--- src/rtl/ptp_pkg.sv ---
// Package for the point-to-point step generator.
// Holds field widths, register indexes, arm codes and the shared-unit control types.
// No dependencies.
package ptp_pkg;

  localparam int POS_W      = 24;
  localparam int FRAC_BITS  = 8;
  localparam int SPEED_W    = 12;
  localparam int THR_W      = 24;
  localparam int ARM_W      = 2;
  localparam int MAG_W      = POS_W + 1;
  localparam int SUMSQ_W    = 2 * MAG_W;
  localparam int PROD_W     = 2 * MAG_W;
  localparam int ROOT_W     = SUMSQ_W / 2 + FRAC_BITS;
  localparam int QUOT_W     = SPEED_W + FRAC_BITS;
  localparam int OUT_W      = QUOT_W + 1;
  localparam int MS_W       = MAG_W + SPEED_W;
  localparam int DIVIDEND_W = MS_W + 2 * FRAC_BITS;
  localparam int SRC_W      = DIVIDEND_W;
  localparam int REM_W      = ROOT_W + 3;
  localparam int CNT_W      = $clog2(ROOT_W + 1);
  localparam int CFG_IDX_W  = 3;
  localparam int CFG_DATA_W = 24;

  localparam logic [ARM_W-1:0] ARM_LEFT  = 2'd0;
  localparam logic [ARM_W-1:0] ARM_RIGHT = 2'd1;

  typedef enum logic [CFG_IDX_W-1:0] {
    REG_TARGET_X = 3'd0,
    REG_TARGET_Y = 3'd1,
    REG_TARGET_Z = 3'd2,
    REG_ARM_SEL  = 3'd3,
    REG_SPEED    = 3'd4,
    REG_STOP_THR = 3'd5
  } cfg_reg_e;

  typedef enum logic {
    OP_SQRT = 1'b0,
    OP_DIV  = 1'b1
  } iter_op_e;

  typedef struct packed {
    logic     start;
    iter_op_e op;
  } iter_ctrl_t;

  typedef struct packed {
    logic busy;
    logic done;
  } iter_status_t;

endpackage

--- src/rtl/ptp_if.sv ---
// Channel interfaces of the step generator: input item, result item, configuration write.
// Depends on ptp_pkg.
interface ptp_in_if;
  import ptp_pkg::*;
  logic                    valid;
  logic                    ready;
  logic signed [POS_W-1:0] left_x;
  logic signed [POS_W-1:0] left_y;
  logic signed [POS_W-1:0] left_z;
  logic signed [POS_W-1:0] right_x;
  logic signed [POS_W-1:0] right_y;
  logic signed [POS_W-1:0] right_z;
  modport source (output valid, left_x, left_y, left_z, right_x, right_y, right_z,
                  input ready);
  modport sink   (input valid, left_x, left_y, left_z, right_x, right_y, right_z,
                  output ready);
endinterface

interface ptp_out_if;
  import ptp_pkg::*;
  logic                    valid;
  logic                    ready;
  logic signed [OUT_W-1:0] step_x;
  logic signed [OUT_W-1:0] step_y;
  logic signed [OUT_W-1:0] step_z;
  logic                    moving;
  logic                    arm_valid;
  modport source (output valid, step_x, step_y, step_z, moving, arm_valid, input ready);
  modport sink   (input valid, step_x, step_y, step_z, moving, arm_valid, output ready);
endinterface

interface ptp_cfg_if;
  import ptp_pkg::*;
  logic                  valid;
  logic                  ready;
  logic [CFG_IDX_W-1:0]  index;
  logic [CFG_DATA_W-1:0] data;
  modport source (output valid, index, data, input ready);
  modport sink   (input valid, index, data, output ready);
endinterface

--- src/rtl/ptp_mul.sv ---
// Shared unsigned multiplier with a registered product.
// Depends on ptp_pkg.
module ptp_mul (
  input  logic                        clk_i,
  input  logic [ptp_pkg::MAG_W-1:0]   a_i,
  input  logic [ptp_pkg::MAG_W-1:0]   b_i,
  output logic [ptp_pkg::PROD_W-1:0]  p_o
);
  import ptp_pkg::*;

  logic [PROD_W-1:0] p_q;

  always_ff @(posedge clk_i) begin
    p_q <= a_i * b_i;
  end

  assign p_o = p_q;

endmodule

--- src/rtl/ptp_root_div.sv ---
// Iterative square root and restoring divider around one shared compare-subtract.
// One result bit per cycle. Depends on ptp_pkg.
module ptp_root_div (
  input  logic                             clk_i,
  input  logic                             rst_ni,
  input  ptp_pkg::iter_ctrl_t              ctrl_i,
  input  logic [ptp_pkg::SUMSQ_W-1:0]      radicand_i,
  input  logic [ptp_pkg::DIVIDEND_W-1:0]   dividend_i,
  input  logic [ptp_pkg::ROOT_W-1:0]       divisor_i,
  output logic [ptp_pkg::ROOT_W-1:0]       result_o,
  output ptp_pkg::iter_status_t            status_o
);
  import ptp_pkg::*;

  localparam logic [CNT_W-1:0] SQRT_STEPS = CNT_W'(ROOT_W);
  localparam logic [CNT_W-1:0] DIV_STEPS  = CNT_W'(QUOT_W);

  logic             busy_q, done_q;
  logic [CNT_W-1:0] cnt_q;
  iter_op_e         op_q;
  logic [REM_W-1:0] rem_q;
  logic [ROOT_W-1:0] acc_q;
  logic [SRC_W-1:0] src_q;
  logic [ROOT_W-1:0] divisor_q;

  logic [REM_W-1:0] rem_sh;
  logic [REM_W-1:0] sub_b;
  logic [REM_W:0]   diff;
  logic [SRC_W-1:0] src_nx;
  logic             ge;

  always_comb begin
    unique case (op_q)
      OP_SQRT: begin
        rem_sh = {rem_q[REM_W-3:0], src_q[SRC_W-1 -: 2]};
        sub_b  = {1'b0, acc_q, 2'b01};
        src_nx = src_q << 2;
      end
      OP_DIV: begin
        rem_sh = {rem_q[REM_W-2:0], src_q[SRC_W-1]};
        sub_b  = {{(REM_W-ROOT_W){1'b0}}, divisor_q};
        src_nx = src_q << 1;
      end
      default: begin
        rem_sh = rem_q;
        sub_b  = '0;
        src_nx = src_q;
      end
    endcase
    diff = {1'b0, rem_sh} - {1'b0, sub_b};
    ge   = ~diff[REM_W];
  end

  always_ff @(posedge clk_i or negedge rst_ni) begin
    if (!rst_ni) begin
      busy_q <= 1'b0;
      done_q <= 1'b0;
      cnt_q  <= '0;
      op_q   <= OP_SQRT;
    end else begin
      done_q <= 1'b0;
      if (ctrl_i.start) begin
        busy_q <= 1'b1;
        op_q   <= ctrl_i.op;
        cnt_q  <= (ctrl_i.op == OP_SQRT) ? SQRT_STEPS : DIV_STEPS;
      end else if (busy_q) begin
        cnt_q <= cnt_q - 1'b1;
        if (cnt_q == CNT_W'(1)) begin
          busy_q <= 1'b0;
          done_q <= 1'b1;
        end
      end
    end
  end

  always_ff @(posedge clk_i) begin
    if (ctrl_i.start) begin
      acc_q     <= '0;
      divisor_q <= divisor_i;
      if (ctrl_i.op == OP_SQRT) begin
        rem_q <= '0;
        src_q <= {radicand_i, {(SRC_W-SUMSQ_W){1'b0}}};
      end else begin
        rem_q <= {{(REM_W-(DIVIDEND_W-QUOT_W)){1'b0}}, dividend_i[DIVIDEND_W-1:QUOT_W]};
        src_q <= {dividend_i[QUOT_W-1:0], {(SRC_W-QUOT_W){1'b0}}};
      end
    end else if (busy_q) begin
      rem_q <= ge ? diff[REM_W-1:0] : rem_sh;
      acc_q <= {acc_q[ROOT_W-2:0], ge};
      src_q <= src_nx;
    end
  end

  assign result_o = acc_q;
  assign status_o = '{busy: busy_q, done: done_q};

endmodule

--- src/rtl/point_to_point_step_generator_core.sv ---
// Constant-speed point-to-point step generator. An item is taken only while the block is idle;
// a result held up by a waiting previous one keeps the block in S_FIN. At or within the stop
// distance the root and divisions are skipped; when moving, a 33-step scaled square root and
// three 20-step divisions share one compare-subtract unit, and the squares and the speed
// products share one registered multiplier. The result waits in an output register.
// Depends on ptp_pkg, ptp_if, ptp_mul and ptp_root_div.
module point_to_point_step_generator_core (
  input  logic      clk_i,
  input  logic      rst_ni,
  ptp_cfg_if.sink   cfg_i,
  ptp_in_if.sink    in_i,
  ptp_out_if.source out_o
);
  import ptp_pkg::*;

  typedef enum logic [8:0] {
    S_IDLE  = 9'b000000001,
    S_DIFF  = 9'b000000010,
    S_SQ    = 9'b000000100,
    S_CMP   = 9'b000001000,
    S_ROOT  = 9'b000010000,
    S_DMUL  = 9'b000100000,
    S_DWAIT = 9'b001000000,
    S_DIV   = 9'b010000000,
    S_FIN   = 9'b100000000
  } state_e;

  state_e state_q, state_d;

  logic signed [POS_W-1:0] tgt_q [3];
  logic [ARM_W-1:0]        arm_sel_q;
  logic [SPEED_W-1:0]      speed_q;
  logic [THR_W-1:0]        thr_q;
  logic signed [POS_W-1:0] held_q [3];

  logic [MAG_W-1:0]   mag_q [3];
  logic               neg_q [3];
  logic [SUMSQ_W-1:0] sum_q;
  logic [ROOT_W-1:0]  len_q;
  logic [1:0]         axis_q;
  logic [1:0]         sel_q;
  logic               moving_q;
  logic               arm_ok_q;
  logic [OUT_W-1:0]   res_q [3];

  logic [OUT_W-1:0] out_step_q [3];
  logic             out_moving_q;
  logic             out_arm_q;
  logic             out_valid_q;

  logic [MAG_W-1:0]  mul_a, mul_b;
  logic [PROD_W-1:0] prod;
  iter_ctrl_t        iter_ctrl;
  iter_status_t      iter_status;
  logic [ROOT_W-1:0] iter_res;
  logic              in_acc, out_acc, fin_load, moving_now;
  logic [OUT_W-1:0]  q_ext;

  assign cfg_i.ready = 1'b1;
  assign in_i.ready  = (state_q == S_IDLE);
  assign in_acc      = in_i.valid && in_i.ready;
  assign out_acc     = out_o.valid && out_o.ready;
  assign fin_load    = (state_q == S_FIN) && (!out_valid_q || out_o.ready);
  assign moving_now  = sum_q > prod;
  assign q_ext       = {1'b0, iter_res[QUOT_W-1:0]};

  ptp_mul u_mul (
    .clk_i (clk_i),
    .a_i   (mul_a),
    .b_i   (mul_b),
    .p_o   (prod)
  );

  ptp_root_div u_root_div (
    .clk_i      (clk_i),
    .rst_ni     (rst_ni),
    .ctrl_i     (iter_ctrl),
    .radicand_i (sum_q),
    .dividend_i ({prod[MS_W-1:0], {(2*FRAC_BITS){1'b0}}}),
    .divisor_i  (len_q),
    .result_o   (iter_res),
    .status_o   (iter_status)
  );

  always_comb begin
    mul_a = mag_q[axis_q];
    mul_b = {{(MAG_W-SPEED_W){1'b0}}, speed_q};
    if (state_q == S_SQ) begin
      unique case (sel_q)
        2'd0, 2'd1, 2'd2: begin
          mul_a = mag_q[sel_q];
          mul_b = mag_q[sel_q];
        end
        default: begin
          mul_a = {{(MAG_W-THR_W){1'b0}}, thr_q};
          mul_b = {{(MAG_W-THR_W){1'b0}}, thr_q};
        end
      endcase
    end
  end

  always_comb begin
    iter_ctrl = '{start: 1'b0, op: OP_SQRT};
    if (state_q == S_CMP && moving_now) begin
      iter_ctrl = '{start: 1'b1, op: OP_SQRT};
    end else if (state_q == S_DWAIT) begin
      iter_ctrl = '{start: 1'b1, op: OP_DIV};
    end
  end

  always_comb begin
    state_d = state_q;
    unique case (state_q)
      S_IDLE:  if (in_acc) state_d = S_DIFF;
      S_DIFF:  state_d = S_SQ;
      S_SQ:    if (sel_q == 2'd3) state_d = S_CMP;
      S_CMP:   state_d = moving_now ? S_ROOT : S_FIN;
      S_ROOT:  if (iter_status.done) state_d = S_DMUL;
      S_DMUL:  state_d = S_DWAIT;
      S_DWAIT: state_d = S_DIV;
      S_DIV:   if (iter_status.done) state_d = (axis_q == 2'd2) ? S_FIN : S_DMUL;
      S_FIN:   if (fin_load) state_d = S_IDLE;
      default: state_d = S_IDLE;
    endcase
  end

  always_ff @(posedge clk_i or negedge rst_ni) begin
    if (!rst_ni) begin
      state_q     <= S_IDLE;
      out_valid_q <= 1'b0;
      arm_sel_q   <= ARM_LEFT;
      speed_q     <= '0;
      thr_q       <= '0;
      for (int k = 0; k < 3; k++) begin
        tgt_q[k]  <= '0;
        held_q[k] <= '0;
      end
    end else begin
      state_q <= state_d;
      if (fin_load) begin
        out_valid_q <= 1'b1;
      end else if (out_acc) begin
        out_valid_q <= 1'b0;
      end
      if (cfg_i.valid) begin
        case (cfg_i.index)
          REG_TARGET_X: tgt_q[0]  <= cfg_i.data[POS_W-1:0];
          REG_TARGET_Y: tgt_q[1]  <= cfg_i.data[POS_W-1:0];
          REG_TARGET_Z: tgt_q[2]  <= cfg_i.data[POS_W-1:0];
          REG_ARM_SEL:  arm_sel_q <= cfg_i.data[ARM_W-1:0];
          REG_SPEED:    speed_q   <= cfg_i.data[SPEED_W-1:0];
          REG_STOP_THR: thr_q     <= cfg_i.data[THR_W-1:0];
          default: ;
        endcase
      end
      if (in_acc) begin
        if (arm_sel_q == ARM_LEFT) begin
          held_q[0] <= in_i.left_x;
          held_q[1] <= in_i.left_y;
          held_q[2] <= in_i.left_z;
        end else if (arm_sel_q == ARM_RIGHT) begin
          held_q[0] <= in_i.right_x;
          held_q[1] <= in_i.right_y;
          held_q[2] <= in_i.right_z;
        end
      end
    end
  end

  always_ff @(posedge clk_i) begin
    unique case (state_q)
      S_IDLE: begin
        arm_ok_q <= (arm_sel_q == ARM_LEFT) || (arm_sel_q == ARM_RIGHT);
      end
      S_DIFF: begin
        for (int k = 0; k < 3; k++) begin
          logic [MAG_W-1:0] dd;
          dd = {tgt_q[k][POS_W-1], tgt_q[k]} - {held_q[k][POS_W-1], held_q[k]};
          neg_q[k] <= dd[MAG_W-1];
          mag_q[k] <= dd[MAG_W-1] ? (~dd + 1'b1) : dd;
          res_q[k] <= '0;
        end
        sum_q <= '0;
        sel_q <= '0;
      end
      S_SQ: begin
        sel_q <= sel_q + 1'b1;
        if (sel_q != 2'd0) sum_q <= sum_q + prod;
      end
      S_CMP: begin
        moving_q <= moving_now;
      end
      S_ROOT: begin
        if (iter_status.done) begin
          len_q  <= iter_res;
          axis_q <= '0;
        end
      end
      S_DIV: begin
        if (iter_status.done) begin
          res_q[axis_q] <= neg_q[axis_q] ? (~q_ext + 1'b1) : q_ext;
          axis_q        <= axis_q + 1'b1;
        end
      end
      S_FIN: begin
        if (fin_load) begin
          for (int k = 0; k < 3; k++) out_step_q[k] <= res_q[k];
          out_moving_q <= moving_q;
          out_arm_q    <= arm_ok_q;
        end
      end
      default: ;
    endcase
  end

  assign out_o.valid     = out_valid_q;
  assign out_o.step_x    = out_step_q[0];
  assign out_o.step_y    = out_step_q[1];
  assign out_o.step_z    = out_step_q[2];
  assign out_o.moving    = out_moving_q;
  assign out_o.arm_valid = out_arm_q;

  a_no_zero_divisor: assert property (@(posedge clk_i) disable iff (!rst_ni)
    state_q == S_DWAIT |-> len_q != '0)
    else $error("division started with zero length");

  a_stopped_zero_step: assert property (@(posedge clk_i) disable iff (!rst_ni)
    out_o.valid && !out_o.moving |->
      out_o.step_x == '0 && out_o.step_y == '0 && out_o.step_z == '0)
    else $error("nonzero step while stopped");

  a_busy_after_accept: assert property (@(posedge clk_i) disable iff (!rst_ni)
    in_i.valid && in_i.ready |=> !in_i.ready)
    else $error("input taken again right after an item");

  a_done_while_waiting: assert property (@(posedge clk_i) disable iff (!rst_ni)
    iter_status.done |-> state_q == S_ROOT || state_q == S_DIV)
    else $error("shared unit finished outside a wait state");

endmodule
--- src/flat_wrapper.sv ---
// flat-port wrapper written by rule: the top's interface ports become plain ports
module point_to_point_step_generator_core_flat import ptp_pkg::*;
  (clk_i, rst_ni, cfg_i_valid, cfg_i_index, cfg_i_data, cfg_i_ready, in_i_valid, in_i_left_x, in_i_left_y, in_i_left_z, in_i_right_x, in_i_right_y, in_i_right_z, in_i_ready, out_o_valid, out_o_step_x, out_o_step_y, out_o_step_z, out_o_moving, out_o_arm_valid, out_o_ready);
  ptp_cfg_if cfg_i_i ();
  ptp_in_if in_i_i ();
  ptp_out_if out_o_i ();
  input  logic clk_i;
  input  logic rst_ni;
  input wire logic [$bits(cfg_i_i.valid)-1:0] cfg_i_valid;
  input wire logic [$bits(cfg_i_i.index)-1:0] cfg_i_index;
  input wire logic [$bits(cfg_i_i.data)-1:0] cfg_i_data;
  output wire logic [$bits(cfg_i_i.ready)-1:0] cfg_i_ready;
  input wire logic [$bits(in_i_i.valid)-1:0] in_i_valid;
  input wire logic [$bits(in_i_i.left_x)-1:0] in_i_left_x;
  input wire logic [$bits(in_i_i.left_y)-1:0] in_i_left_y;
  input wire logic [$bits(in_i_i.left_z)-1:0] in_i_left_z;
  input wire logic [$bits(in_i_i.right_x)-1:0] in_i_right_x;
  input wire logic [$bits(in_i_i.right_y)-1:0] in_i_right_y;
  input wire logic [$bits(in_i_i.right_z)-1:0] in_i_right_z;
  output wire logic [$bits(in_i_i.ready)-1:0] in_i_ready;
  output wire logic [$bits(out_o_i.valid)-1:0] out_o_valid;
  output wire logic [$bits(out_o_i.step_x)-1:0] out_o_step_x;
  output wire logic [$bits(out_o_i.step_y)-1:0] out_o_step_y;
  output wire logic [$bits(out_o_i.step_z)-1:0] out_o_step_z;
  output wire logic [$bits(out_o_i.moving)-1:0] out_o_moving;
  output wire logic [$bits(out_o_i.arm_valid)-1:0] out_o_arm_valid;
  input wire logic [$bits(out_o_i.ready)-1:0] out_o_ready;
  assign cfg_i_i.valid = cfg_i_valid;
  assign cfg_i_i.index = cfg_i_index;
  assign cfg_i_i.data = cfg_i_data;
  assign cfg_i_ready = cfg_i_i.ready;
  assign in_i_i.valid = in_i_valid;
  assign in_i_i.left_x = in_i_left_x;
  assign in_i_i.left_y = in_i_left_y;
  assign in_i_i.left_z = in_i_left_z;
  assign in_i_i.right_x = in_i_right_x;
  assign in_i_i.right_y = in_i_right_y;
  assign in_i_i.right_z = in_i_right_z;
  assign in_i_ready = in_i_i.ready;
  assign out_o_valid = out_o_i.valid;
  assign out_o_step_x = out_o_i.step_x;
  assign out_o_step_y = out_o_i.step_y;
  assign out_o_step_z = out_o_i.step_z;
  assign out_o_moving = out_o_i.moving;
  assign out_o_arm_valid = out_o_i.arm_valid;
  assign out_o_i.ready = out_o_ready;
  point_to_point_step_generator_core u_core (.clk_i(clk_i), .rst_ni(rst_ni), .cfg_i(cfg_i_i), .in_i(in_i_i), .out_o(out_o_i));
endmodule
--- config.mk ---
export PLATFORM = sky130hd
export DESIGN_NAME = point_to_point_step_generator_core_flat
export DESIGN_NICKNAME = d
export VERILOG_FILES = /design/src/rtl/ptp_pkg.sv /design/src/rtl/ptp_if.sv /design/src/rtl/ptp_mul.sv /design/src/rtl/ptp_root_div.sv /design/src/rtl/point_to_point_step_generator_core.sv /design/src/flat_wrapper.sv
export SDC_FILE = /design/constraint.sdc
export NUM_CORES = 2
export LEC_CHECK = 0
export BUFFER_PORTS_ARGS = -buffer_cell sky130_fd_sc_hd__buf_2
export CAP_MARGIN = 0
export CORE_UTILIZATION = 42
export CTS_CLUSTER_SIZE = 10
export DETAILED_ROUTE_END_ITERATION = 10
export HOLD_SLACK_MARGIN = 0.05
export PLACE_DENSITY = 0.66
export SLEW_MARGIN = 30
export SYNTH_ARGS = -nofsm -noshare
export SYNTH_HDL_FRONTEND = slang
export SYNTH_SLANG_ARGS = --single-unit
--- constraint.sdc ---
create_clock -name clk_i -period 8.65 [get_ports clk_i]
set_clock_uncertainty 0.15 [all_clocks]
set_input_delay 0.4325 -clock clk_i [delete_from_list [all_inputs] [get_ports clk_i]]
set_output_delay 0.4325 -clock clk_i [all_outputs]
set_load 0.01 [all_outputs]
==> out/metrics.yaml <==
yosys:
  syn_area_per_cell_um2: 9.61
  synth_edf_count: 413
  syn-cell-area_um2: 60000
  ys_async_sr_fraction: 0.287
  synth_cell_types: 99
  yosysMostFrequentCell: "inv_1"
  synth_commonest_cells: "inv_1, nand2_1, nor2_1"
  synth_warnings: 0
  synth_top_flop_cell: "edfxtp_1"
  synth_top_cell_by_area: "edfxtp_1"
  synth_top_area_frac: 0.207
  netlist_instances: 6247
  ys_seq_area_frac: 0.320
  yosys-top-cells-area: "edfxtp_1, fa_1, ha_1"
  ys_ff_latch: 701
critical_path:
  crit_top_cell: "fa_1"
  critPathMaxFanout: 8
  crit_path_max_incr_delay_ps: 590
  cp-end-kind: "flip-flop"
  slowest_stage: "fa_1"
  crit_buf_inv: 2
  cp_data_required_time_ps: 9040
  reg2reg_slack_ps: 10
  critPathTopFamily: "adder cells"
  startpoint_type: "flip-flop"
  path_class: "flip-flop to flip-flop"
  crit_arrival_ps: 9030
floorplanning:
  die_area_um2: 144000
  die_w_um: 380
  coreArea_um2: 142000
  initial_core_util: 0.424
  rows: 138
  io_pins: 244
  die_h_um: 380
clock_network:
  cts_buffers: 86
  clkTransAtPathRegs_ps: 60
  clock-sinks: 701
  cts_tree: "yes"
  cts-root-buf: "clkbuf_16"
  cts.path.max_buffers: 3
  clkLatencyLatePin_ps: 710
  htreeDepth: 3
routing:
  ant_nets: 0
  routed_wl_um: 185000
  detail_route.wl_per_cell_um: 21.1
  via_count: 47214
  drt_iter0_drc: 3614
  route.detailed.drc: 0
  viasPerCell: 5.38
  drt_pass1_iterations: 6
hold_path:
  hold_class: "input pin to flip-flop"
timing:
  fin_crit_ps: 8640
  tightest_slew_ps: 1080
  fmax_ghz: 0.116
  final-hold-violation-count: 0
  whs_ps: 98.5
  post-route-period-util: 0.999
  slew_headroom: 0.260
  rsz0062_at_grt: "true"
  drv_slew: 0
  setup_viol: 0
  setup_tns_ps: 0
final_layout:
  nFillCells: 13164
  instances_no_fill: 8779
  fin_area_um2: 70500
  register_area_um2: 19200
  area_delta_synth_final_pct: 17.4
  nNetsFinal: 7931
  multi_input_area_um2: 36900
  drive_above_1_share: 0.151
place:
  gp_congestion: 0.995
  portBuffers: 242
  placed_cell_area_um2: 65100
  dp_hpwl_um: 144000
  dp_cells: 8418
global_routing:
  grt_pass1_vias: 48392
  grt_pass1_wl_um: 284000
  grt-ovfl-total: 0
  antenna_found_initial: 3
  grt_util_all_layers: 0.254
  grt_max_degree: 98
run:
  maxCapViolCount: 0
outcome:
  outcome: "completed"
layer usage:
layer  GRT usage  up-vias  wire, um  share of wire
met5           0        -        24        0.00013
met4       0.118        4      9830          0.053
met1       0.335    23396     78800           0.43
met3      0.0403      373     11600          0.062
met2       0.411     1512     84800           0.46
li1            -    21929         -              -
what timing repair did:
item                                   4_1_cts  5_1_grt
hold buffers                               160        0
gates resized for setup                     26      158
pin swaps                                    6       75
setup buffers                                2       41
endpoints found under the hold margin      215        0
cloned                                       1        4
setup endpoints to repair                   17       20
per-stage QoR:
| step | worst slack, ps | util |
|---|---|---|
| finish | 12.6 | 0.498 |
| global route | -224 | 0.498 |
| CTS | -2.20 | 0.491 |
| detailed placement | -422 | 0.460 |
| global placement | -408 | 0.460 |
| floorplan | 15.7 | - |
final timing paths:
path | startpoint | endpoint | depth (start not counted)
worst max-delay path | u_core.state_q[1] | u_core.u_mul.p_o[44] | 27
worst min-delay path | cfg_i_index[2] | u_core.arm_sel_q[0] | 3
worst max register to register | u_core.state_q[1] | u_core.u_mul.p_o[44] | 27
worst min register to register | u_core.len_q[2] | u_core.u_root_div.divisor_q[2] | 0
max in group asynchronous | rst_ni | u_core.u_root_div.op_q | 3
min in group asynchronous | rst_ni | u_core.held_q[14] | 2
state kept, by name, summed over array words and instances (netlist names), 35 cells and up, named ones only:
name / count
u_core.held_q: 72
u_core.mag_q: 75
u_core.out_step_q: 63
u_core.res_q: 63
u_core.sum_q: 50
u_core.tgt_q: 72
u_core.u_mul.p_o: 50
u_core.u_root_div.rem_q: 35
u_core.u_root_div.src_q: 50
cell type report:
cell class                 count  share of cell area
clock inverter                18             0.00398
clock buffer                 135              0.0342
timing repair buffer         745              0.0819
multi-input combinational   4352               0.524
inverter                     937              0.0500
tap                         1890              0.0336
sequential                   701               0.272
antenna                        1           0.0000355
cell families (layout without fill, tap and decap cells):
kind of cell / count (synthesis) / count (layout) / share of synthesized area
AND/OR/NAND/NOR: 1718 / 1719 / 0.127
buffers and inverters: 1198 / 1835 / 0.0766
AO/OA/AOI/OAI: 1046 / 1046 / 0.111
adder cells (fa/ha/maj): 932 / 932 / 0.260
flip-flops: 701 / 701 / 0.320
multiplexers: 388 / 388 / 0.0680
XOR/XNOR: 262 / 262 / 0.0382
other: 2 / 6 / 0.000125
worst register-to-register path: stages, from the launching register on:
cell      delay (ps)
dfrtp_1          390
nor3_2           210
nand2_1          120
or3_4            430
or3b_4           510
or3_4            450
o21ai_0          130
buf_4            180
nand2_1          110
fa_1             590
fa_1             440
fa_1             540
inv_1             50
fa_1             470
fa_1             560
fa_1             430
fa_1             540
ha_4             210
and3_4           170
nand2_1           90
a21oi_1           60
o41a_1           450
o41a_1           440
a211oi_2         260
nor2_1            90
nor2_2           160
o31ai_2           90
xor2_1           150
placed cells by master, fill, tap and decap left out, types with 43 or more instances in the layout:
master and instances:
ha_1 397, a211oi_1 51, buf_2 241, nor3_1 51, nand3_1 43, clkbuf_16 91
clkbuf_1 43, buf_4 298, mux2_2 156, xnor2_1 172, inv_1 917, nor2_1 571
mux2i_1 232, a21oi_1 258, dlygate4sd3_1 160, a21o_1 95, nand2b_1 53, dfrtp_1 198
dfxtp_1 86, nand2_1 661, o31ai_1 82, fa_1 519, o21ai_0 249, xor2_1 88
nor2b_1 58, edfxtp_1 413
Power is left out: the tool's default activity adds up to more than one toggle a clock period on the data nets, which glitch-free logic cannot reach.
